==> src/rtl/utf8_to_utf16_escape_decoder_assert.svh <==
// Assertion macros for the decoder. Each one samples on clk and is
// disabled while rst_n is low; both names must exist where a macro is used.
`ifndef UTF8_TO_UTF16_ESCAPE_DECODER_ASSERT_SVH
`define UTF8_TO_UTF16_ESCAPE_DECODER_ASSERT_SVH

`ifndef SYNTH

`define U8D_ASSERT_IMP(lbl, ante, cons, msg) \
    lbl: assert property (@(posedge clk) disable iff (!rst_n) (ante) |-> (cons)) \
        else $error(msg);

`define U8D_ASSERT_NXT(lbl, ante, cons, msg) \
    lbl: assert property (@(posedge clk) disable iff (!rst_n) (ante) |=> (cons)) \
        else $error(msg);

`else

`define U8D_ASSERT_IMP(lbl, ante, cons, msg)

`define U8D_ASSERT_NXT(lbl, ante, cons, msg)

`endif

`endif

==> src/rtl/u8dec_pkg.sv <==
package u8dec_pkg;

    localparam int CAP_BITS   = 16;
    localparam int UNIT_W     = 21;
    localparam int BYTE_W     = 8;
    localparam int APB_ADDR_W = 3;
    localparam int APB_DATA_W = 32;

    // Register index, taken from paddr[2].
    localparam logic REG_CAPACITY = 1'b0;
    localparam logic REG_WIDE     = 1'b1;

    localparam logic [CAP_BITS-1:0] CAPACITY_RESET = CAP_BITS'(256);
    localparam logic [CAP_BITS-1:0] CAPACITY_MIN   = CAP_BITS'(3);

    localparam logic [UNIT_W-1:0] ESC_BASE     = 21'h00DC00;
    localparam logic [UNIT_W-1:0] LO_SURR_BASE = 21'h00DC00;
    localparam logic [UNIT_W-1:0] HI_SURR_BASE = 21'h00D800;
    localparam logic [UNIT_W-1:0] SURR_FIRST   = 21'h00D800;
    localparam logic [UNIT_W-1:0] SURR_LAST    = 21'h00DFFF;
    localparam logic [UNIT_W-1:0] CP_MAX       = 21'h10FFFF;
    localparam logic [UNIT_W-1:0] PLANE1_BASE  = 21'h010000;
    localparam logic [UNIT_W-1:0] MIN_TWO      = 21'h000080;
    localparam logic [UNIT_W-1:0] MIN_THREE    = 21'h000800;

    // Sequence length announced by a lead byte; zero for an ASCII byte or
    // for a byte that cannot start a sequence.
    function automatic logic [2:0] lead_length(input logic [BYTE_W-1:0] b);
        logic [2:0] len;
        len = 3'd0;
        if (b inside {[8'hC2:8'hDF]})
            len = 3'd2;
        else if (b inside {[8'hE0:8'hEF]})
            len = 3'd3;
        else if (b inside {[8'hF0:8'hF4]})
            len = 3'd4;
        return len;
    endfunction

    function automatic logic [UNIT_W-1:0] cp_four(input logic [BYTE_W-1:0] lead,
                                                  input logic [BYTE_W-1:0] c0,
                                                  input logic [BYTE_W-1:0] c1,
                                                  input logic [BYTE_W-1:0] c2);
        return {lead[2:0], c0[5:0], c1[5:0], c2[5:0]};
    endfunction

endpackage

==> src/rtl/u8dec_in_if.sv <==
interface u8dec_in_if
    import u8dec_pkg::*;
();
    logic              valid;
    logic              ready;
    logic [BYTE_W-1:0] byte_req;
    logic              last;

    modport source (output valid, output byte_req, output last, input ready);
    modport sink   (input valid, input byte_req, input last, output ready);
endinterface

==> src/rtl/u8dec_out_if.sv <==
interface u8dec_out_if
    import u8dec_pkg::*;
();
    logic                valid;
    logic                ready;
    logic [UNIT_W-1:0]   unit;
    logic                end_of_string;
    logic [CAP_BITS-1:0] unit_count;

    modport source (output valid, output unit, output end_of_string, output unit_count,
                    input ready);
    modport sink   (input valid, input unit, input end_of_string, input unit_count,
                    output ready);
endinterface

==> src/rtl/utf8_to_utf16_escape_decoder.sv <==
// Channel   Direction  Handshake      Payload
// in_ch     in         valid/ready    byte_req[7:0], last
// out_ch    out        valid/ready    unit[20:0], end_of_string, unit_count[15:0]
// APB       in         psel/penable   out_capacity @0x0, wide_units_32 @0x4
//
// A byte passes IDLE, DECIDE and TAIL when it extends a sequence, is a zero or is ignored,
// and LEAD or COMPLETE as well when it starts or completes one; each flushed escape, each
// surrogate half and the end item add a state. All units leave through one result register.
// The sequencer re-arms in_ch.ready only when the byte's work is done.
// A full result register that is not taken stalls the sequencer in place.
// rst_n resets state, counters, output valid and configuration, not the data registers.
`include "utf8_to_utf16_escape_decoder_assert.svh"

module utf8_to_utf16_escape_decoder
    import u8dec_pkg::*;
(
    input  logic                  clk,
    input  logic                  rst_n,
    u8dec_in_if.sink              in_ch,
    u8dec_out_if.source           out_ch,
    input  logic                  psel,
    input  logic                  penable,
    input  logic                  pwrite,
    input  logic [APB_ADDR_W-1:0] paddr,
    input  logic [APB_DATA_W-1:0] pwdata,
    output logic [APB_DATA_W-1:0] prdata,
    output logic                  pready
);

    localparam logic [3:0] ST_IDLE     = 4'd0;
    localparam logic [3:0] ST_DECIDE   = 4'd1;
    localparam logic [3:0] ST_COMPLETE = 4'd2;
    localparam logic [3:0] ST_FLUSH    = 4'd3;
    localparam logic [3:0] ST_LEAD     = 4'd4;
    localparam logic [3:0] ST_PAIR_HI  = 4'd5;
    localparam logic [3:0] ST_PAIR_LO  = 4'd6;
    localparam logic [3:0] ST_TAIL     = 4'd7;
    localparam logic [3:0] ST_END      = 4'd8;

    logic [3:0]          state_reg, state_next;
    logic [3:0]          after_reg, after_next;
    logic [1:0]          idx_reg, idx_next;
    logic [BYTE_W-1:0]   byte_reg, byte_next;
    logic                last_reg, last_next;
    logic [BYTE_W-1:0]   lead_reg, lead_next;
    logic [BYTE_W-1:0]   conts_reg [3];
    logic [BYTE_W-1:0]   conts_next [3];
    logic [2:0]          exp_reg, exp_next;
    logic [1:0]          held_reg, held_next;
    logic [CAP_BITS-1:0] written_reg, written_next;
    logic                halted_reg, halted_next;
    logic [CAP_BITS-1:0] cap_reg;
    logic                wide_reg;

    logic                out_valid_reg;
    logic [UNIT_W-1:0]   out_unit_reg, out_unit_next;
    logic                out_eos_reg, out_eos_next;
    logic [CAP_BITS-1:0] out_count_reg, out_count_next;

    logic                can_load;
    logic                load_out;
    logic                emit_try;
    logic                emit_force;
    logic                emit_go;
    logic                step_ok;
    logic [UNIT_W-1:0]   emit_val;
    logic [CAP_BITS:0]   room_sum;
    logic                room;
    logic [UNIT_W-1:0]   cp;
    logic                cp_ok;
    logic [UNIT_W-1:0]   cp_off;
    logic [1:0]          cont_sel;
    logic                cfg_write;

    // Shared room check: written count plus the units about to go out,
    // against the capacity that keeps one slot for the terminator.
    always_comb
    begin
        room_sum = {1'b0, written_reg}
                 + ((state_reg == ST_PAIR_HI) ? (CAP_BITS+1)'(2) : (CAP_BITS+1)'(1));
        room     = (cap_reg >= CAPACITY_MIN) && (room_sum < {1'b0, cap_reg});
    end

    // Code point of the pending sequence and its range check.
    always_comb
    begin
        case (exp_reg)
            3'd2:
            begin
                cp    = {10'd0, lead_reg[4:0], conts_reg[0][5:0]};
                cp_ok = cp >= MIN_TWO;
            end
            3'd3:
            begin
                cp    = {5'd0, lead_reg[3:0], conts_reg[0][5:0], conts_reg[1][5:0]};
                cp_ok = (cp >= MIN_THREE) && !((cp >= SURR_FIRST) && (cp <= SURR_LAST));
            end
            default:
            begin
                cp    = cp_four(lead_reg, conts_reg[0], conts_reg[1], conts_reg[2]);
                cp_ok = (cp >= PLANE1_BASE) && (cp <= CP_MAX);
            end
        endcase
        cp_off = cp_four(lead_reg, conts_reg[0], conts_reg[1], conts_reg[2]) - PLANE1_BASE;
    end

    assign cont_sel = idx_reg - 2'd1;
    assign can_load = !out_valid_reg || out_ch.ready;
    assign emit_go  = emit_try && (emit_force || (!halted_reg && room));
    assign step_ok  = !(emit_go && !can_load);
    assign load_out = emit_go && can_load;

    always_comb
    begin
        state_next     = state_reg;
        after_next     = after_reg;
        idx_next       = idx_reg;
        byte_next      = byte_reg;
        last_next      = last_reg;
        lead_next      = lead_reg;
        conts_next     = conts_reg;
        exp_next       = exp_reg;
        held_next      = held_reg;
        written_next   = written_reg;
        halted_next    = halted_reg;
        emit_try       = 1'b0;
        emit_force     = 1'b0;
        emit_val       = '0;
        out_eos_next   = 1'b0;
        out_count_next = '0;

        case (state_reg)
            ST_IDLE:
            begin
                if (in_ch.valid)
                begin
                    byte_next  = in_ch.byte_req;
                    last_next  = in_ch.last;
                    state_next = ST_DECIDE;
                end
            end
            ST_DECIDE:
            begin
                if ((byte_reg != '0) && !halted_reg)
                begin
                    if ((exp_reg != 3'd0) && (byte_reg[7:6] == 2'b10))
                    begin
                        if (held_reg != 2'd3)
                        begin
                            conts_next[held_reg] = byte_reg;
                        end
                        held_next = held_reg + 2'd1;
                        if (({1'b0, held_reg} + 3'd2) >= exp_reg)
                        begin
                            state_next = ST_COMPLETE;
                        end
                        else
                        begin
                            state_next = ST_TAIL;
                        end
                    end
                    else if (exp_reg != 3'd0)
                    begin
                        idx_next   = 2'd0;
                        after_next = ST_LEAD;
                        state_next = ST_FLUSH;
                    end
                    else
                    begin
                        state_next = ST_LEAD;
                    end
                end
                else
                begin
                    state_next = ST_TAIL;
                end
            end
            ST_COMPLETE:
            begin
                if (!cp_ok)
                begin
                    idx_next   = 2'd0;
                    after_next = ST_TAIL;
                    state_next = ST_FLUSH;
                end
                else if ((exp_reg == 3'd4) && !wide_reg)
                begin
                    state_next = ST_PAIR_HI;
                end
                else
                begin
                    emit_try = 1'b1;
                    emit_val = cp;
                    if (step_ok)
                    begin
                        exp_next   = 3'd0;
                        held_next  = 2'd0;
                        state_next = ST_TAIL;
                    end
                end
            end
            ST_PAIR_HI:
            begin
                emit_try = 1'b1;
                emit_val = HI_SURR_BASE + UNIT_W'(cp_off[19:10]);
                if (step_ok)
                begin
                    if (emit_go)
                    begin
                        state_next = ST_PAIR_LO;
                    end
                    else
                    begin
                        exp_next   = 3'd0;
                        held_next  = 2'd0;
                        state_next = ST_TAIL;
                    end
                end
            end
            ST_PAIR_LO:
            begin
                // Room for both halves was checked with the high half.
                emit_try   = 1'b1;
                emit_force = 1'b1;
                emit_val   = LO_SURR_BASE + UNIT_W'(cp_off[9:0]);
                if (step_ok)
                begin
                    exp_next   = 3'd0;
                    held_next  = 2'd0;
                    state_next = ST_TAIL;
                end
            end
            ST_FLUSH:
            begin
                emit_try = 1'b1;
                if (idx_reg == 2'd0)
                begin
                    emit_val = ESC_BASE + UNIT_W'(lead_reg);
                end
                else
                begin
                    emit_val = ESC_BASE + UNIT_W'(conts_reg[cont_sel]);
                end
                if (step_ok)
                begin
                    if (idx_reg == held_reg)
                    begin
                        exp_next   = 3'd0;
                        held_next  = 2'd0;
                        state_next = after_reg;
                    end
                    else
                    begin
                        idx_next = idx_reg + 2'd1;
                    end
                end
            end
            ST_LEAD:
            begin
                if (byte_reg[7] == 1'b0)
                begin
                    emit_try = 1'b1;
                    emit_val = UNIT_W'(byte_reg);
                end
                else if (lead_length(byte_reg) == 3'd0)
                begin
                    emit_try = 1'b1;
                    emit_val = ESC_BASE + UNIT_W'(byte_reg);
                end
                if (step_ok)
                begin
                    exp_next   = lead_length(byte_reg);
                    held_next  = 2'd0;
                    lead_next  = byte_reg;
                    state_next = ST_TAIL;
                end
            end
            ST_TAIL:
            begin
                if ((byte_reg == '0) || last_reg)
                begin
                    if (exp_reg != 3'd0)
                    begin
                        idx_next   = 2'd0;
                        after_next = ST_END;
                        state_next = ST_FLUSH;
                    end
                    else
                    begin
                        state_next = ST_END;
                    end
                end
                else
                begin
                    state_next = ST_IDLE;
                end
            end
            ST_END:
            begin
                emit_try       = 1'b1;
                emit_force     = 1'b1;
                out_eos_next   = 1'b1;
                out_count_next = written_reg;
                if (step_ok)
                begin
                    written_next = '0;
                    halted_next  = 1'b0;
                    exp_next     = 3'd0;
                    held_next    = 2'd0;
                    state_next   = ST_IDLE;
                end
            end
            default:
            begin
                state_next = ST_IDLE;
            end
        endcase

        // A unit that finds no room is dropped and stops the string's output.
        if (emit_try && !emit_force && !halted_reg && !room)
        begin
            halted_next = 1'b1;
        end
        if (load_out && !out_eos_next)
        begin
            written_next = written_reg + CAP_BITS'(1);
        end
        out_unit_next = emit_val;
    end

    always_ff @(posedge clk or negedge rst_n)
    begin
        if (!rst_n)
        begin
            state_reg     <= ST_IDLE;
            after_reg     <= ST_IDLE;
            idx_reg       <= 2'd0;
            exp_reg       <= 3'd0;
            held_reg      <= 2'd0;
            written_reg   <= '0;
            halted_reg    <= 1'b0;
            out_valid_reg <= 1'b0;
        end
        else
        begin
            state_reg   <= state_next;
            after_reg   <= after_next;
            idx_reg     <= idx_next;
            exp_reg     <= exp_next;
            held_reg    <= held_next;
            written_reg <= written_next;
            halted_reg  <= halted_next;
            if (load_out)
            begin
                out_valid_reg <= 1'b1;
            end
            else if (out_ch.ready)
            begin
                out_valid_reg <= 1'b0;
            end
        end
    end

    always_ff @(posedge clk)
    begin
        byte_reg  <= byte_next;
        last_reg  <= last_next;
        lead_reg  <= lead_next;
        conts_reg <= conts_next;
        if (load_out)
        begin
            out_unit_reg  <= out_unit_next;
            out_eos_reg   <= out_eos_next;
            out_count_reg <= out_count_next;
        end
    end

    // Configuration registers.
    assign cfg_write = psel && penable && pwrite && pready;
    assign pready    = 1'b1;

    always_ff @(posedge clk or negedge rst_n)
    begin
        if (!rst_n)
        begin
            cap_reg  <= CAPACITY_RESET;
            wide_reg <= 1'b0;
        end
        else if (cfg_write)
        begin
            if (paddr[2] == REG_CAPACITY)
            begin
                cap_reg <= pwdata[CAP_BITS-1:0];
            end
            else
            begin
                wide_reg <= pwdata[0];
            end
        end
    end

    always_comb
    begin
        if (paddr[2] == REG_WIDE)
        begin
            prdata = {{(APB_DATA_W-1){1'b0}}, wide_reg};
        end
        else
        begin
            prdata = {{(APB_DATA_W-CAP_BITS){1'b0}}, cap_reg};
        end
    end

    assign in_ch.ready          = (state_reg == ST_IDLE);
    assign out_ch.valid         = out_valid_reg;
    assign out_ch.unit          = out_unit_reg;
    assign out_ch.end_of_string = out_eos_reg;
    assign out_ch.unit_count    = out_count_reg;

    `U8D_ASSERT_IMP(a_held_idle, exp_reg == 3'd0, held_reg == 2'd0, "held bytes without a lead")
    `U8D_ASSERT_IMP(a_held_bound, exp_reg != 3'd0, {1'b0, held_reg} < exp_reg,
                    "too many held bytes")
    `U8D_ASSERT_NXT(a_end_clears, load_out && out_eos_next,
                    (written_reg == '0) && !halted_reg, "end item did not clear the string state")
    `U8D_ASSERT_IMP(a_no_unit_halted, load_out && !out_eos_next, !halted_reg,
                    "unit written after output stopped")

endmodule

==> src/flat_wrapper.sv <==
// flat-port wrapper written by rule: the top's interface ports become plain ports
module utf8_to_utf16_escape_decoder_flat import u8dec_pkg::*;
  (clk, rst_n, psel, penable, pwrite, paddr, pwdata, prdata, pready, in_ch_valid, in_ch_byte_req, in_ch_last, in_ch_ready, out_ch_valid, out_ch_unit, out_ch_end_of_string, out_ch_unit_count, out_ch_ready);
  u8dec_in_if in_ch_i ();
  u8dec_out_if out_ch_i ();
  input  logic clk;
  input  logic rst_n;
  input  logic psel;
  input  logic penable;
  input  logic pwrite;
  input  logic [APB_ADDR_W-1:0] paddr;
  input  logic [APB_DATA_W-1:0] pwdata;
  output logic [APB_DATA_W-1:0] prdata;
  output logic pready;
  input wire logic [$bits(in_ch_i.valid)-1:0] in_ch_valid;
  input wire logic [$bits(in_ch_i.byte_req)-1:0] in_ch_byte_req;
  input wire logic [$bits(in_ch_i.last)-1:0] in_ch_last;
  output wire logic [$bits(in_ch_i.ready)-1:0] in_ch_ready;
  output wire logic [$bits(out_ch_i.valid)-1:0] out_ch_valid;
  output wire logic [$bits(out_ch_i.unit)-1:0] out_ch_unit;
  output wire logic [$bits(out_ch_i.end_of_string)-1:0] out_ch_end_of_string;
  output wire logic [$bits(out_ch_i.unit_count)-1:0] out_ch_unit_count;
  input wire logic [$bits(out_ch_i.ready)-1:0] out_ch_ready;
  assign in_ch_i.valid = in_ch_valid;
  assign in_ch_i.byte_req = in_ch_byte_req;
  assign in_ch_i.last = in_ch_last;
  assign in_ch_ready = in_ch_i.ready;
  assign out_ch_valid = out_ch_i.valid;
  assign out_ch_unit = out_ch_i.unit;
  assign out_ch_end_of_string = out_ch_i.end_of_string;
  assign out_ch_unit_count = out_ch_i.unit_count;
  assign out_ch_i.ready = out_ch_ready;
  utf8_to_utf16_escape_decoder u_core (.clk(clk), .rst_n(rst_n), .in_ch(in_ch_i), .out_ch(out_ch_i), .psel(psel), .penable(penable), .pwrite(pwrite), .paddr(paddr), .pwdata(pwdata), .prdata(prdata), .pready(pready));
endmodule
==> config.mk <==
export PLATFORM = sky130hd
export DESIGN_NAME = utf8_to_utf16_escape_decoder_flat
export DESIGN_NICKNAME = d
export VERILOG_FILES = /design/src/rtl/u8dec_pkg.sv /design/src/rtl/u8dec_in_if.sv /design/src/rtl/u8dec_out_if.sv /design/src/rtl/utf8_to_utf16_escape_decoder.sv /design/src/flat_wrapper.sv
export VERILOG_INCLUDE_DIRS = /design/src /design/src/rtl
export SDC_FILE = /design/constraint.sdc
export NUM_CORES = 1
export LEC_CHECK = 0
export BUFFER_PORTS_ARGS = -buffer_cell sky130_fd_sc_hd__buf_2
export CAP_MARGIN = 5
export CORE_ASPECT_RATIO = 0.7
export CORE_MARGIN = 2
export CORE_UTILIZATION = 56
export CTS_CLUSTER_SIZE = 20
export DETAILED_ROUTE_END_ITERATION = 8
export PLACE_DENSITY_LB_ADDON = 0.05
export SLEW_MARGIN = 20
export SYNTH_ARGS = -nofsm -noshare
export SYNTH_HDL_FRONTEND = slang
export SYNTH_SLANG_ARGS = --single-unit
==> constraint.sdc <==
create_clock -name clk -period 7.7 [get_ports clk]
set_input_delay 0.385 -clock clk [delete_from_list [all_inputs] [get_ports clk]]
set_output_delay 0.385 -clock clk [all_outputs]
set_load 0.05 [all_outputs]
-- After elaboration in Yosys (flattened, before gate mapping)
Index checks and enable logic that the tools add are counted.
- $add $sub $neg: 12
- $lt $le $gt $ge: 18
- equality and inequality tests: 33
- muxes and demuxes: 86
- bitwise gates (word level): 4
- reductions and logical operators: 61
- operators by type and width (kind ; count):
    21-bit 2-to-1 mux ; 5
    21-bit one-hot mux with 5 select lines ; 1
    4-bit 2-to-1 mux ; 18
    16-bit 2-to-1 mux ; 4
    16-bit by 8-bit adder with 17-bit output, first input constant ; 3
    3-bit 2-to-1 mux ; 15
    21-bit one-hot mux with 2 select lines ; 1
    16-bit by 10-bit adder with 17-bit output, first input constant ; 2
    2-bit 2-to-1 mux ; 17
    4-bit one-hot mux with 8 select lines ; 1
    2-bit inequality test, second input constant ; 13
    24-bit bitwise mux ; 1
    8-bit >= comparator, second input constant ; 3
    8-bit <= comparator, second input constant ; 3
    8-bit 2-to-1 mux ; 3
    21-bit by 17-bit >= comparator with 1-bit output, second input constant ; 1
    21-bit <= comparator, second input constant ; 1
    1-bit logical AND ; 21
    20-bit by 17-bit subtractor with 20-bit output, second input constant ; 1
    16-bit by 17-bit adder with 17-bit output ; 1
    17-bit by 16-bit < comparator with 1-bit output ; 1
    16-bit by 1-bit adder with 16-bit output, second input constant ; 1
    8-bit binary-select mux with 2-bit select ; 1
    8-bit demux with 2-bit select ; 1
    49 further kinds ; 95
- bits in registers: 129
- output and inout bits: 73

-- Depth between registers and ports, before layout
Gate-level depths: netlist (run 1).
- depth in word-level cells: 17
- depth in mapped cells: 21

-- Worst setup path after synthesis (run 1)
No wires, ideal clock.
- path type: register to register
- from: register u_core.state_reg[1]
- to: register u_core.out_eos_reg (netlist: u_core.out_ch.end_of_string) (enable)
- arrival: 5388 ps
- data required time: 7307 ps
- path slack: 1919 ps
- cell stages (with the launch flop): 21
- period minus slack after synthesis: 5781 ps
- cells stage by stage: dfrtp_1 > clkbuf_1 > nor4bb_1 > clkbuf_1 > inv_1 > ha_1 > ha_1 > a21oi_2 > nand2b_1 > inv_1 > and3_1 > xor2_1 > ha_1 > a21oi_1 > o21ai_0 > a2111oi_0 > a21oi_1 > o31ai_2 > nand3_4 > buf_2 > inv_1
- word-level cells in the longest chain between the ends: 9
- RTL lines (element ; line ; text):
    start, declared ; utf8_to_utf16_escape_decoder.sv:40 ; logic [3:0] state_reg, state_next;
    start signal, assigned ; utf8_to_utf16_escape_decoder.sv:346 ; state_reg <= state_next;
    4-bit by 3-bit equality test with 1-bit output ; utf8_to_utf16_escape_decoder.sv:80, utf8_to_utf16_escape_decoder.sv:132 ;
    2-bit 2-to-1 mux ; utf8_to_utf16_escape_decoder.sv:80 ; + ((state_reg == ST_PAIR_HI) ? (CAP_BITS+1)'(2) : (CAP_BITS+1)'(1));
    16-bit by 17-bit adder with 17-bit output ; utf8_to_utf16_escape_decoder.sv:80 ;
    17-bit by 16-bit < comparator with 1-bit output ; utf8_to_utf16_escape_decoder.sv:81 ; room = (cap_reg >= CAPACITY_MIN) && (room_sum < {1'b0, cap_reg});
    1-bit logical AND ; utf8_to_utf16_escape_decoder.sv:81 ;
    1-bit logical AND ; utf8_to_utf16_escape_decoder.sv:109 ; assign emit_go = emit_try && (emit_force || (!halted_reg && room));
    1-bit logical OR ; utf8_to_utf16_escape_decoder.sv:109 ;
    1-bit logical AND (*) ; utf8_to_utf16_escape_decoder.sv:109 ;
    1-bit logical AND (*) ; utf8_to_utf16_escape_decoder.sv:111 ; assign load_out = emit_go && can_load;
    named net u_core.load_out ; utf8_to_utf16_escape_decoder.sv:61 ; logic load_out;
    end signal, assigned ; utf8_to_utf16_escape_decoder.sv:373 ; out_eos_reg <= out_eos_next;
    end, declared ; utf8_to_utf16_escape_decoder.sv:57 ; logic out_eos_reg, out_eos_next;
The timed path passes the listed nets; every way through them passes the cells marked *.
A chain may end at the register's enable or synchronous reset.

-- Worst setup path after layout (run 1)
- from: register u_core.state_reg[0]
- to: register u_core.out_unit_reg[1] (netlist: u_core.out_ch.unit[1]) (enable)
- word-level cells in the longest chain between the ends: 9
- RTL lines (element ; line ; text):
    4-bit by 3-bit equality test with 1-bit output ; utf8_to_utf16_escape_decoder.sv:80, utf8_to_utf16_escape_decoder.sv:132 ;
    2-bit 2-to-1 mux ; utf8_to_utf16_escape_decoder.sv:80 ;
    16-bit by 17-bit adder with 17-bit output ; utf8_to_utf16_escape_decoder.sv:80 ;
    17-bit by 16-bit < comparator with 1-bit output ; utf8_to_utf16_escape_decoder.sv:81 ;
    1-bit logical AND ; utf8_to_utf16_escape_decoder.sv:81 ;
    1-bit logical AND ; utf8_to_utf16_escape_decoder.sv:109 ;
    1-bit logical OR ; utf8_to_utf16_escape_decoder.sv:109 ;
    1-bit logical AND (*) ; utf8_to_utf16_escape_decoder.sv:109 ;
    1-bit logical AND (*) ; utf8_to_utf16_escape_decoder.sv:111 ;
    named net u_core.load_out ; utf8_to_utf16_escape_decoder.sv:61 ;
    end signal, assigned ; utf8_to_utf16_escape_decoder.sv:372 ; out_unit_reg <= out_unit_next;
    end, declared ; utf8_to_utf16_escape_decoder.sv:56 ; logic [UNIT_W-1:0] out_unit_reg, out_unit_next;
Marked as above.

==> metrics.md, run 1 <==
| Metric | Value |
|---|---|
| Fill cell count | `~1,000` |
| Final wirelength | `between 15,000 and 20,000 µm` |
| CTS buffer count | `17` |
| Final Cell Area | `between 0.008 and 0.009 mm²` |
| Max cap viols | `0` |
| N_diodes | `0` |
| Seq pwr share | `about 32%` |
| DR WL/cell | `~19 µm` |
| Unrepaired setup endpoints after global routing | `false` |
| GPL Wtd Cong | `0.914` |
| YS warnings | `0` |
| Row cnt | `35` |
| Outcome | `finished, final reports clean` |
| Root Buffer | `clkbuf_16` |
| Fin util | `between 60% and 70%` |
| Final period demand of the worst path | `approximately 5200 ps` |
| Pleak | `around 3.5 nW` |
| Cells after synthesis | `744` |
| Sw frac | `a little under half` |
| Post-synthesis sequential area ratio | `48.3%` |
| Slew Limit Fails | `0` |
| Clock power share | `about a quarter` |
| Via Count | `just over 6,000` |
| 1st-iter DRT viols | `~740` |
| Max FFs per register | `24` |
| Period utilization | `between 60 and 70%` |
| Placed cell areas | `about 0.008 mm²` |
| Logic pwr share | `between 40 and 50%` |
| Die area | `between 0.01 and 0.015 mm²` |
| Die width | `between 100 and 150 µm` |
| I/O pins | `approximately 120` |
| Synth Flop Type | `edfxtp_1` |
| Setup TNS | `0 ps` |
| Hold Path Class | `input pin to asynchronous set/reset pin` |
| Peak VDD IR | `between 0.00015 and 0.0002 V` |
| Synth Register Bits | `between 100 and 150` |
| DRT Pass-1 Iters | `7` |
| Layout area overhead | `14.3%` |
| Tightest Pin Transition | `1120 ps` |
| First-pass GRT wire length | `~30,000 µm` |
| Initial antenna violation count | `0` |
| Power density cells | `416 mW/mm²` |
| Critical Path RT | `~7800 ps` |
| H-tree levels | `4` |
| Via density | `slightly above 6` |
| Clk Latency, worst-skew pair | `approximately 430 ps` |
| Worst-path maximum fanout | `38` |
| Critical path type | `flip-flop to flip-flop` |
| Initial Util | `56.9%` |
| Post-CTS resize count | `0` |
| M1 GR Usage | `between 40 and 50%` |
| Share of layout cells above drive strength 1 | `18.8%` |
| Hold Fails Final Rpt | `0` |
| Fin Clk Skew | `12.2 ps` |
| Vias in the first global route | `roughly 5,700` |
| Post-synth ARST share | `approximately two fifths` |
| Fmax | `between 0.15 and 0.2 GHz` |
| Mapped cell area | `0.00745 mm²` |
| CTS tree | `built` |
| Arr. time, crit path | `between 5000 and 6000 ps` |
| # nets final | `around 900` |
| EDFF count, synth | `79` |
| Largest net degree at the start of global routing | `50` |
| Clock-pin slew on the worst setup and hold paths | `60 ps` |
| Global-route usage over all layers | `between 20 and 30%` |
| Setup bufs post-CTS | `0` |
| Met2 usage | `37.5%` |
| Cts hold-fix bufs | `0` |
| Final Total Pwr | `around 3.5 mW` |
| Synthesized area per cell | `about 10 µm²` |
| Die Y | `roughly 100 µm` |
| CORE AREA | `between 0.01 and 0.015 mm²` |
| Synth cell types | `74` |
| Clk sink count | `128` |
| IO Port Bufs | `88` |
| Int Pwr | `1.94 mW` |
| ANT nets after route | `0` |
| Slew Limit Headroom | `around a quarter` |
| Met3 GRT Util | `under 10%` |
| Sw Pwr | `roughly 1.6 mW` |
| Total gr overflow | `0` |
| Residual DRC count | `0` |
| Startpoint Class | `flip-flop` |
| Clock buffer depth | `2` |
| Setup crit end kind | `flip-flop` |
| Final Setup Violations | `0` |
| DPL Wire Length | `roughly 13,000 µm` |
| Gr busiest metal | `met1` |
==> synth_stat cells, types with 25 or more instances <==
library cell	count	area, µm²
nor2_1	76	285
a21oi_1	46	230
nand2_1	53	199
inv_1	34	128
o21ai_0	45	225
edfxtp_1	79	2370
ha_1	30	375
dfrtp_1	48	1200
and2_1	25	156
nand3_1	25	125
clkbuf_1	31	116
==> cell type report <==
cell class	instances	area (µm²)	area share [%]
inverter	35	131	1.54
multi-input combinational	538	3490	41.0
sequential	128	3600	42.3
clock buffer	18	439	5.16
clock inverter	14	178	2.09
tap	166	208	2.44
timing repair buffer	92	470	5.52
==> worst max-delay path, cell delays in order, from the launching register on <==
cell and delay, ps:
dfrtp_1 690, nor4bb_2 350, inv_1 220, ha_1 250
ha_1 190, a21oi_2 250, nand2b_1 170, inv_1 50
and3_1 180, xor2_1 150, ha_1 320, a21oi_1 140
o21ai_0 130, a2111oi_0 420, a21oi_1 160, o31ai_2 240
buf_4 230, nand3_4 200, inv_1 100, buf_4 400
==> cells by family after synthesis <==
| logic type | count (synthesis) | synth area share [%] |
|---|---|---|
| adders and majority gates | 31 | 5.17 |
| other | 2 | 0.101 |
| muxes | 38 | 5.42 |
| AOI/OAI and AO/OA | 168 | 14.7 |
| and+or+nand+nor | 265 | 18.3 |
| buffers and inverters | 93 | 5.71 |
| xor gates and xnor gates | 19 | 2.23 |
| DFF | 128 | 48.3 |
==> cells in the final DEF, fill, tap and decap left out, types with 6 or more instances in the layout <==
| master | Yosys | final |
|---|---|---|
| and3_1 | 14 | 14 |
| nor3_1 | 10 | 10 |
| mux2i_1 | 19 | 19 |
| o31ai_1 | 10 | 10 |
| and2_1 | 25 | 25 |
| ha_1 | 30 | 30 |
| mux2_2 | 19 | 19 |
| xor2_1 | 6 | 6 |
| buf_2 | 7 | 88 |
| o211ai_1 | 10 | 10 |
| conb_1 | 2 | 17 |
| nand2_1 | 53 | 53 |
| edfxtp_1 | 79 | 79 |
| or4_1 | 7 | 7 |
| inv_1 | 34 | 34 |
| nand4_1 | 12 | 12 |
| clkbuf_16 | 0 | 17 |
| nand2b_1 | 9 | 8 |
| dfrtp_1 | 48 | 48 |
| a21oi_1 | 46 | 46 |
| nand3_1 | 25 | 25 |
| nor2_1 | 76 | 76 |
| nor4_1 | 9 | 9 |
| o21ai_0 | 45 | 45 |
| xnor2_1 | 13 | 13 |
| a222oi_1 | 6 | 6 |
| nor2b_1 | 9 | 9 |
==> layer usage <==
layer	up-vias	wire [µm]
met2	333	7800
met3	24	1850
met5	-	0
met4	0	174
met1	2901	9190
li1	2838	-
==> through the flow <==
step | worst slack (ps) | hold WS (ps) | std cells
finish | 2470 | 63.8 | 991
detailed placement | 2530 | 484 | 959
floorplan | 1920 | 89.4 | 759
CTS | 2510 | 99.7 | 991
global route | 2080 | 117 | 991
global placement | 2660 | 475 | 959
==> power by group through the flow <==
stage | combinational (mW) | clock, mW | sequential [mW]
2_1_floorplan | 0.877 | 0 | 1.44
3_3_place_gp | 1.51 | 0 | 1.14
3_5_place_dp | 1.53 | 0 | 1.15
4_1_cts | 1.54 | 0.849 | 1.14
5_1_grt | 1.68 | 0.881 | 1.17
6_report | 1.56 | 0.843 | 1.14
==> final timing paths <==
check	from	to	slack (ps)	cells after the start
worst max-delay path	u_core.state_reg[0]$_DFFE_PN0P_	u_core.out_ch.unit[1]$_SDFFCE_PN0P_	2470	19
worst min-delay path	rst_n	u_core.written_reg[12]$_DFFE_PN0P_	60	2
worst max register to register	u_core.state_reg[0]$_DFFE_PN0P_	u_core.out_ch.unit[1]$_SDFFCE_PN0P_	2470	19
worst min register to register	u_core.after_reg[3]$_DFFE_PN0P_	u_core.after_reg[3]$_DFFE_PN0P_	500	2
max in group asynchronous	rst_n	u_core.cap_reg[11]$_DFFE_PN0P_	7160	2
min in group clk	in_ch_byte_req[6]	u_core.byte_reg[6]$_DFFE_PP_	130	1
Power figures use the tool's default switching activity.
==> inputs of run 2 (changes only) <==
clock period = 5.2 ns   (was 7.7 ns; I/O delays follow)
==> metrics.md, run 2 (synthesis results as in run 1) <==
| Metric | Value |
|---|---|
| Outcome | `finished, final reports clean` |
| Period utilization | `91.4% (+24 points)` |
| Dpl ws | `546 ps (-1990 ps)` |
| Startpoint Class | `flip-flop` |
| Initial antenna violation count | `1 (+1)` |
| Share of layout cells above drive strength 1 | `19.6% (+0.78 points)` |
| Most numerous cell on the critical path | `ha_1` |
| Setup bufs post-CTS | `0 (unchanged)` |
| Root Buffer | `clkbuf_16` |
| Setup crit end kind | `flip-flop` |
| Max cap viols | `0 (unchanged)` |
| Pleak | `3.54 nW (+1.0%)` |
| Unrepaired setup endpoints after global routing | `false` |
| Crit path launch | `u_core.state_reg[1]$_DFFE_PN0P_` |
| I/O pins | `124 (unchanged)` |
| CTS buffer count | `17 (unchanged)` |
| Slowest stage cell, crit path | `nor4bb_2` |
| Fin Clk Skew | `12.4 ps (+0.163 ps)` |
| Fmax | `0.210 GHz (+10%)` |
| Slew Limit Fails | `0 (unchanged)` |
| Initial Util | `56.9% (unchanged)` |
| DR WL/cell | `19.8 µm (+3.4%)` |
| GPL Wtd Cong | `0.959 (+4.9%)` |
| Clk Latency, worst-skew pair | `420 ps (about the same)` |
| Reg2reg path depth | `18 (-1)` |
| Power density cells | `615 mW/mm² (+48%)` |
| Residual DRC count | `0 (unchanged)` |
| Final Setup Violations | `0 (unchanged)` |
| Reg2Reg Capture Point | `u_core.written_reg[9]$_DFFE_PN0P_` |
| Fill cell count | `1,020 (-2.5%)` |
| Peak VDD IR | `0.000304 V (+58%)` |
| Critical path type | `flip-flop to flip-flop` |
| Arr. time, crit path | `5050 ps (-240 ps)` |
| Layout area overhead | `15.6%` |
| H-tree levels | `4 (unchanged)` |
| Critical Path RT | `5500 ps (-2260 ps)` |
| IO Port Bufs | `88 (unchanged)` |
| Worst path max stage delay | `440 ps (-250 ps)` |
| Row cnt | `35 (unchanged)` |
| Die area | `0.0143 mm² (unchanged)` |
| Hold Fails Final Rpt | `0 (unchanged)` |
| CTS tree | `built` |
| Die width | `142 µm (unchanged)` |
| Clock buffer depth | `2 (unchanged)` |
| Final wirelength | `19,900 µm (+4.8%)` |
| N_diodes | `0 (unchanged)` |
| DRT Pass-1 Iters | `6 (-1)` |
| Most frequent cells in the layout | `88 x buf_2, 79 x edfxtp_1, 76 x nor2_1` |
| Clk sink count | `128 (unchanged)` |
| First-pass GRT wire length | `31,500 µm (+3.7%)` |
| # nets final | `906 (+1.5%)` |
| Commonest non-fill, non-tap cell in the layout | `buf_2` |
| Tightest Pin Transition | `1050 ps (-74.7 ps)` |
| Die Y | `101 µm (unchanged)` |
| Vias in the first global route | `5,790 (+1.6%)` |
| Final period demand of the worst path | `4750 ps (-473 ps)` |
| Fin util | `65.8% (+0.73 points)` |
| Reg2reg setup slack | `450 ps (-2030 ps)` |
| Setup TNS | `0 ps (unchanged)` |
| Worst setup path endpoint | `u_core.written_reg[9]$_DFFE_PN0P_` |
| CORE AREA | `0.0131 mm² (unchanged)` |
| Worst-path maximum fanout | `14 (-63%)` |
| Via density | `6.21 (+0.99%)` |
| Global-route usage over all layers | `29.0% (+1.2 points)` |
| Largest net degree at the start of global routing | `50 (unchanged)` |
| Max FFs per register | `24 (unchanged)` |
| Slew Limit Headroom | `30.0% (+4.7 points)` |
| 1st-iter DRT viols | `811 (+9.0%)` |
| Post-CTS resize count | `0 (unchanged)` |
| Total gr overflow | `0 (unchanged)` |
| CP Cell Sequence | `nor4bb_2, inv_1, ha_1, ha_1, a21oi_2, nand2b_1, inv_1, and3_1, xor2_1, ha_1, a21oi_1, o21ai_0, a2111oi_0, a21oi_1, o31ai_4, buf_4, nand4_4, o41ai_1` |
| Cts hold-fix bufs | `3 (+3)` |
| Reg-to-Reg Start | `u_core.state_reg[1]$_DFFE_PN0P_` |
| DPL Wire Length | `14,400 µm (+7.2%)` |
| Final WS setup | `447 ps (-2030 ps)` |
| Hold Path Class | `input pin to flip-flop` |
| Via Count | `6,237 (+2.3%)` |
| Clock-pin slew on the worst setup and hold paths | `60 ps (about the same)` |
| ANT nets after route | `0 (unchanged)` |
==> run 2: cell count changes in the layout (fill, tap and decap cells not counted) <==
cell	previous run	this run
buf_12	0	1
buf_4	4	13
bufinv_16	3	2
clkbuf_8	1	0
clkinv_1	1	2
clkinvlp_4	1	3
dlygate4sd3_1	0	3
inv_1	34	33
nand2b_1	8	9
nand2b_2	1	0
o31ai_2	1	0
o31ai_4	0	1
==> run 2: how the worst min path moves through the flow <==
stage | from | cells after the start | to | slack, ps
5_1_grt | in_ch_byte_req[2] | 1 | u_core.byte_reg[2]$_DFFE_PP_ | 7
3_5_place_dp | rst_n | 2 | u_core.written_reg[14]$_DFFE_PN0P_ | 410
4_1_cts | in_ch_byte_req[2] | 1 | u_core.byte_reg[2]$_DFFE_PP_ | 2
6_report | in_ch_byte_req[2] | 1 | u_core.byte_reg[2]$_DFFE_PP_ | 10
2_1_floorplan | rst_n | 0 | u_core.after_reg[1]$_DFFE_PN0P_ | -40
3_3_place_gp | rst_n | 2 | u_core.written_reg[14]$_DFFE_PN0P_ | 410
==> run 2: power by group <==
part,switching (mW),total (mW),internal [mW]
Clock,0.466,1.18,0.710
Sequential,0.175,1.62,1.45
Combinational,1.78,2.50,0.718
Total,2.42,5.30,2.87
==> run 2: area by class of cell <==
class | count | area [µm²] | share of cell area, %
well taps | 166 | 208 | 2.41
clock buffers | 17 | 425 | 4.94
clock inverters | 15 | 159 | 1.85
multi-input cells | 538 | 3500 | 40.6
repair buffers | 105 | 588 | 6.83
flip-flops and latches | 128 | 3600 | 41.8
inverters | 35 | 135 | 1.57
==> run 2: worst max-delay path, delay by kind of cell, from the launching register on <==
family / cells / cell delay [ps]
buffers and inverters: 3 / 400
AO/OA/AOI/OAI: 7 / 1900
adder cells (fa/ha/maj): 3 / 740
XOR/XNOR: 1 / 150
AND/OR/NAND/NOR: 4 / 1040
flip-flops: 1 / 400
==> run 2: per-layer routing <==
metal / wire [µm] / share of wire, % / GRT usage [%] / vias to the layer above
met4: 146 / 0.73 / 7.08 / 2
li1: - / - / - / 2872
met2: 8600 / 43 / 42.9 / 337
met5: 8 / 0.040 / 0 / -
met1: 9220 / 46 / 43.4 / 3001
met3: 1950 / 9.8 / 7.17 / 25
==> run 2: metrics by stage <==
step / std cells / area (µm²) / hold slack (ps) / total power [mW]
6_report: 1004 / 8610 / 12.9 / 5.30
5_1_grt: 1004 / 8610 / 6.82 / 5.58
4_1_cts: 1004 / 8610 / 1.67 / 5.28
3_5_place_dp: 969 / 8000 / 410 / 4.09
3_3_place_gp: 969 / 8000 / 405 / 4.03
2_1_floorplan: 759 / 7520 / -35.6 / 3.44
==> inputs of run 3 (changes only) <==
ABC_AREA = 1   (was unset)
==> metrics.md, run 3 <==
| Metric | Value |
|---|---|
| Reg2Reg Capture Point | `u_core.out_ch.unit_count[8]$_SDFFCE_PN0P_` |
| Met3 GRT Util | `7.61% (+0.44 points)` |
| Final wirelength | `21,000 µm (+5.4%)` |
| Placed Cells | `1,133 (+17%)` |
| Final Setup Violations | `0 (unchanged)` |
| Fin Clk Skew | `10.9 ps (-1.46 ps)` |
| Hold Path Class | `input pin to flip-flop` |
| Worst setup path endpoint | `u_core.out_ch.unit_count[8]$_SDFFCE_PN0P_` |
| DRT Pass-1 Iters | `5 (-1)` |
| Max cap viols | `0 (unchanged)` |
| Fin util | `66.6% (+0.82 points)` |
| M1 GR Usage | `45.7% (+2.3 points)` |
| IO Port Bufs | `88 (unchanged)` |
| Startpoint Class | `flip-flop` |
| Outcome | `finished, final reports clean` |
| Die width | `143 µm (+0.79%)` |
| Fmax | `0.216 GHz (+2.9%)` |
| Via Count | `6,660 (+6.8%)` |
| Synth Register Bits | `128 (unchanged)` |
| Finished Layout Cells | `1,171 (+17%)` |
| Top cells by area, synth | `edfxtp_1 31%, dfrtp_1 16%, nand2_1 6.9%` |
| Reg2reg setup slack | `580 ps (+130 ps)` |
| Most numerous cell on the critical path | `nand2_1` |
| Max FFs per register | `24 (unchanged)` |
| YS warnings | `0 (unchanged)` |
| Tightest Pin Transition | `873 ps (-173 ps)` |
| Via density | `5.69 (-8.4%)` |
| Gr busiest metal | `met1` |
| Row cnt | `35 (unchanged)` |
| Placed cell areas | `0.00815 mm² (+1.9%)` |
| ANT nets after route | `0 (unchanged)` |
| Share of layout cells above drive strength 1 | `17.8% (-1.7 points)` |
| GPL Wtd Cong | `0.954 (-0.53%)` |
| Synth Flop Type | `edfxtp_1` |
| Worst path depth | `27 (+9)` |
| Dpl ws | `637 ps (+91.0 ps)` |
| I/O pins | `124 (unchanged)` |
| CORE AREA | `0.0132 mm² (+0.67%)` |
| 1st-iter DRT viols | `809 (-0.25%)` |
| Mapped cell area | `0.00757 mm² (+1.6%)` |
| Most frequent cells after synthesis | `139 x nand2_1, 122 x inv_1, 121 x nor2_1` |
| Clock-pin slew on the worst setup and hold paths | `60 ps (about the same)` |
| Layout area overhead | `15.9%` |
| Unrepaired setup endpoints after global routing | `false` |
| Hold Fails Final Rpt | `0 (unchanged)` |
| Reg2reg path depth | `27 (+9)` |
| Vias in the first global route | `6,100 (+5.4%)` |
| Synthesized area per cell | `8.68 µm² (-13%)` |
| Cells after synthesis | `872 (+17%)` |
| Commonest non-fill, non-tap cell in the layout | `nand2_1` |
| DR WL/cell | `17.9 µm (-9.6%)` |
| Peak VDD IR | `0.000421 V (+38%)` |
| # nets final | `1,055 (+16%)` |
| DPL Wire Length | `15,500 µm (+7.7%)` |
| H-tree levels | `4 (unchanged)` |
| Fill cell count | `1,021 (+0.098%)` |
| CTS buffer count | `17 (unchanged)` |
| Slew Limit Headroom | `41.7% (+12 points)` |
| Setup TNS | `0 ps (unchanged)` |
| Pleak | `3.92 nW (+11%)` |
| Die area | `0.0145 mm² (+1.6%)` |
| Synth area leader | `edfxtp_1` |
| Most frequent cell after synthesis | `nand2_1` |
| Hold_ws | `6.72 ps (-6.17 ps)` |
| Worst path bufs/invs | `5 (+2)` |
| Post-synthesis sequential area ratio | `47.5% (-0.77 points)` |
| Critical path type | `flip-flop to flip-flop` |
| Most frequent cells in the layout | `139 x nand2_1, 122 x inv_1, 121 x nor2_1` |
| EDFF count, synth | `79 (unchanged)` |
| CP delay by family, top | `simple AND/OR/NAND/NOR gates` |
| Met2 usage | `42.6% (-0.28 points)` |
| Worst-path maximum fanout | `10 (-4)` |
| Die Y | `101 µm (+0.78%)` |
| Power density cells | `605 mW/mm² (-1.7%)` |
| Initial Util | `57.4% (+0.54 points)` |
| Clock buffer depth | `2 (unchanged)` |
| Final Total Pwr | `5.31 mW (+0.23%)` |
| Initial antenna violation count | `0 (-1)` |
| N_diodes | `0 (unchanged)` |
| Reg-to-Reg Start | `u_core.state_reg[0]$_DFFE_PN0P_` |
| Yosys top cell area share | `31.3% (-0.51 points)` |
| Synth cell types | `54 (-27%)` |
| Largest net degree at the start of global routing | `50 (unchanged)` |
| Final WS setup | `580 ps (+133 ps)` |
| Slew Limit Fails | `0 (unchanged)` |
| Clk sink count | `128 (unchanged)` |
| Residual DRC count | `0 (unchanged)` |
| Arr. time, crit path | `4750 ps (-300 ps)` |
| Final period demand of the worst path | `4620 ps (-133 ps)` |
| Crit path launch | `u_core.state_reg[0]$_DFFE_PN0P_` |
| Final Cell Area | `0.00878 mm² (+1.9%)` |
| Worst path max stage delay | `520 ps (+80 ps)` |
| Setup crit end kind | `flip-flop` |
| Global-route usage over all layers | `30.1% (+1.0 points)` |
| Clk Latency, worst-skew pair | `430 ps (about the same)` |
| First-pass GRT wire length | `32,800 µm (+4.2%)` |
| Total gr overflow | `0 (unchanged)` |
| Slowest stage cell, crit path | `dfrtp_1` |
| CTS tree | `built` |
| Post-synth ARST share | `38.3% (unchanged)` |
| Period utilization | `88.8% (-2.6 points)` |
| Critical Path RT | `5330 ps (-170 ps)` |
| Root Buffer | `clkbuf_16` |
[run 3: cell type report]
| type | count | area [µm²] | share of cell area (%) |
|---|---|---|---|
| clock buffers | 18 | 429 | 4.89 |
| flip-flops and latches | 128 | 3600 | 41.0 |
| multi-input cells | 590 | 3300 | 37.6 |
| repair buffers | 103 | 583 | 6.64 |
| inverters | 134 | 503 | 5.73 |
| clock inverters | 13 | 131 | 1.50 |
| well taps | 185 | 231 | 2.64 |
[run 3: how the worst min path moves through the flow]
stage | slack, ps | to | cells past startpoint | from
after detailed placement | 420 | u_core.written_reg[13]$_DFFE_PN0P_ | 2 | rst_n
after global routing | 6 | u_core.byte_reg[1]$_DFFE_PP_ | 1 | in_ch_byte_req[1]
after floorplan | -40 | u_core.after_reg[1]$_DFFE_PN0P_ | 0 | rst_n
after CTS | 4 | u_core.byte_reg[1]$_DFFE_PP_ | 1 | in_ch_byte_req[1]
after global placement | 400 | u_core.written_reg[12]$_DFFE_PN0P_ | 2 | rst_n
final | 7 | u_core.byte_reg[1]$_DFFE_PP_ | 1 | in_ch_byte_req[1]
[run 3: power breakdown]
part	internal [mW]	total (mW)	switching, mW
registers	1.42	1.62	0.199
logic	0.701	2.53	1.83
clock network	0.664	1.15	0.491
total	2.79	5.31	2.52
[run 3: per-layer routing]
metal / routed length, µm / vias to the layer above
li1: - / 3095
met1: 9600 / 3136
met2: 8800 / 400
met3: 2410 / 29
met4: 201 / 0
met5: 0 / -
[run 3: logic make-up after synthesis]
kind of cell	synth area share, %
AO/OA/AOI/OAI	12.1
AND/OR/NAND/NOR	22.4
adder cells (fa/ha/maj)	4.96
other	0.0992
flip-flops	47.5
XOR/XNOR	3.24
buffers and inverters	9.63
[run 3: what timing repair did]
action	4_1_cts	5_1_grt
endpoints found under the hold margin	54	0
hold buffers	7	0
resized for setup	0	0
setup buffers	0	0
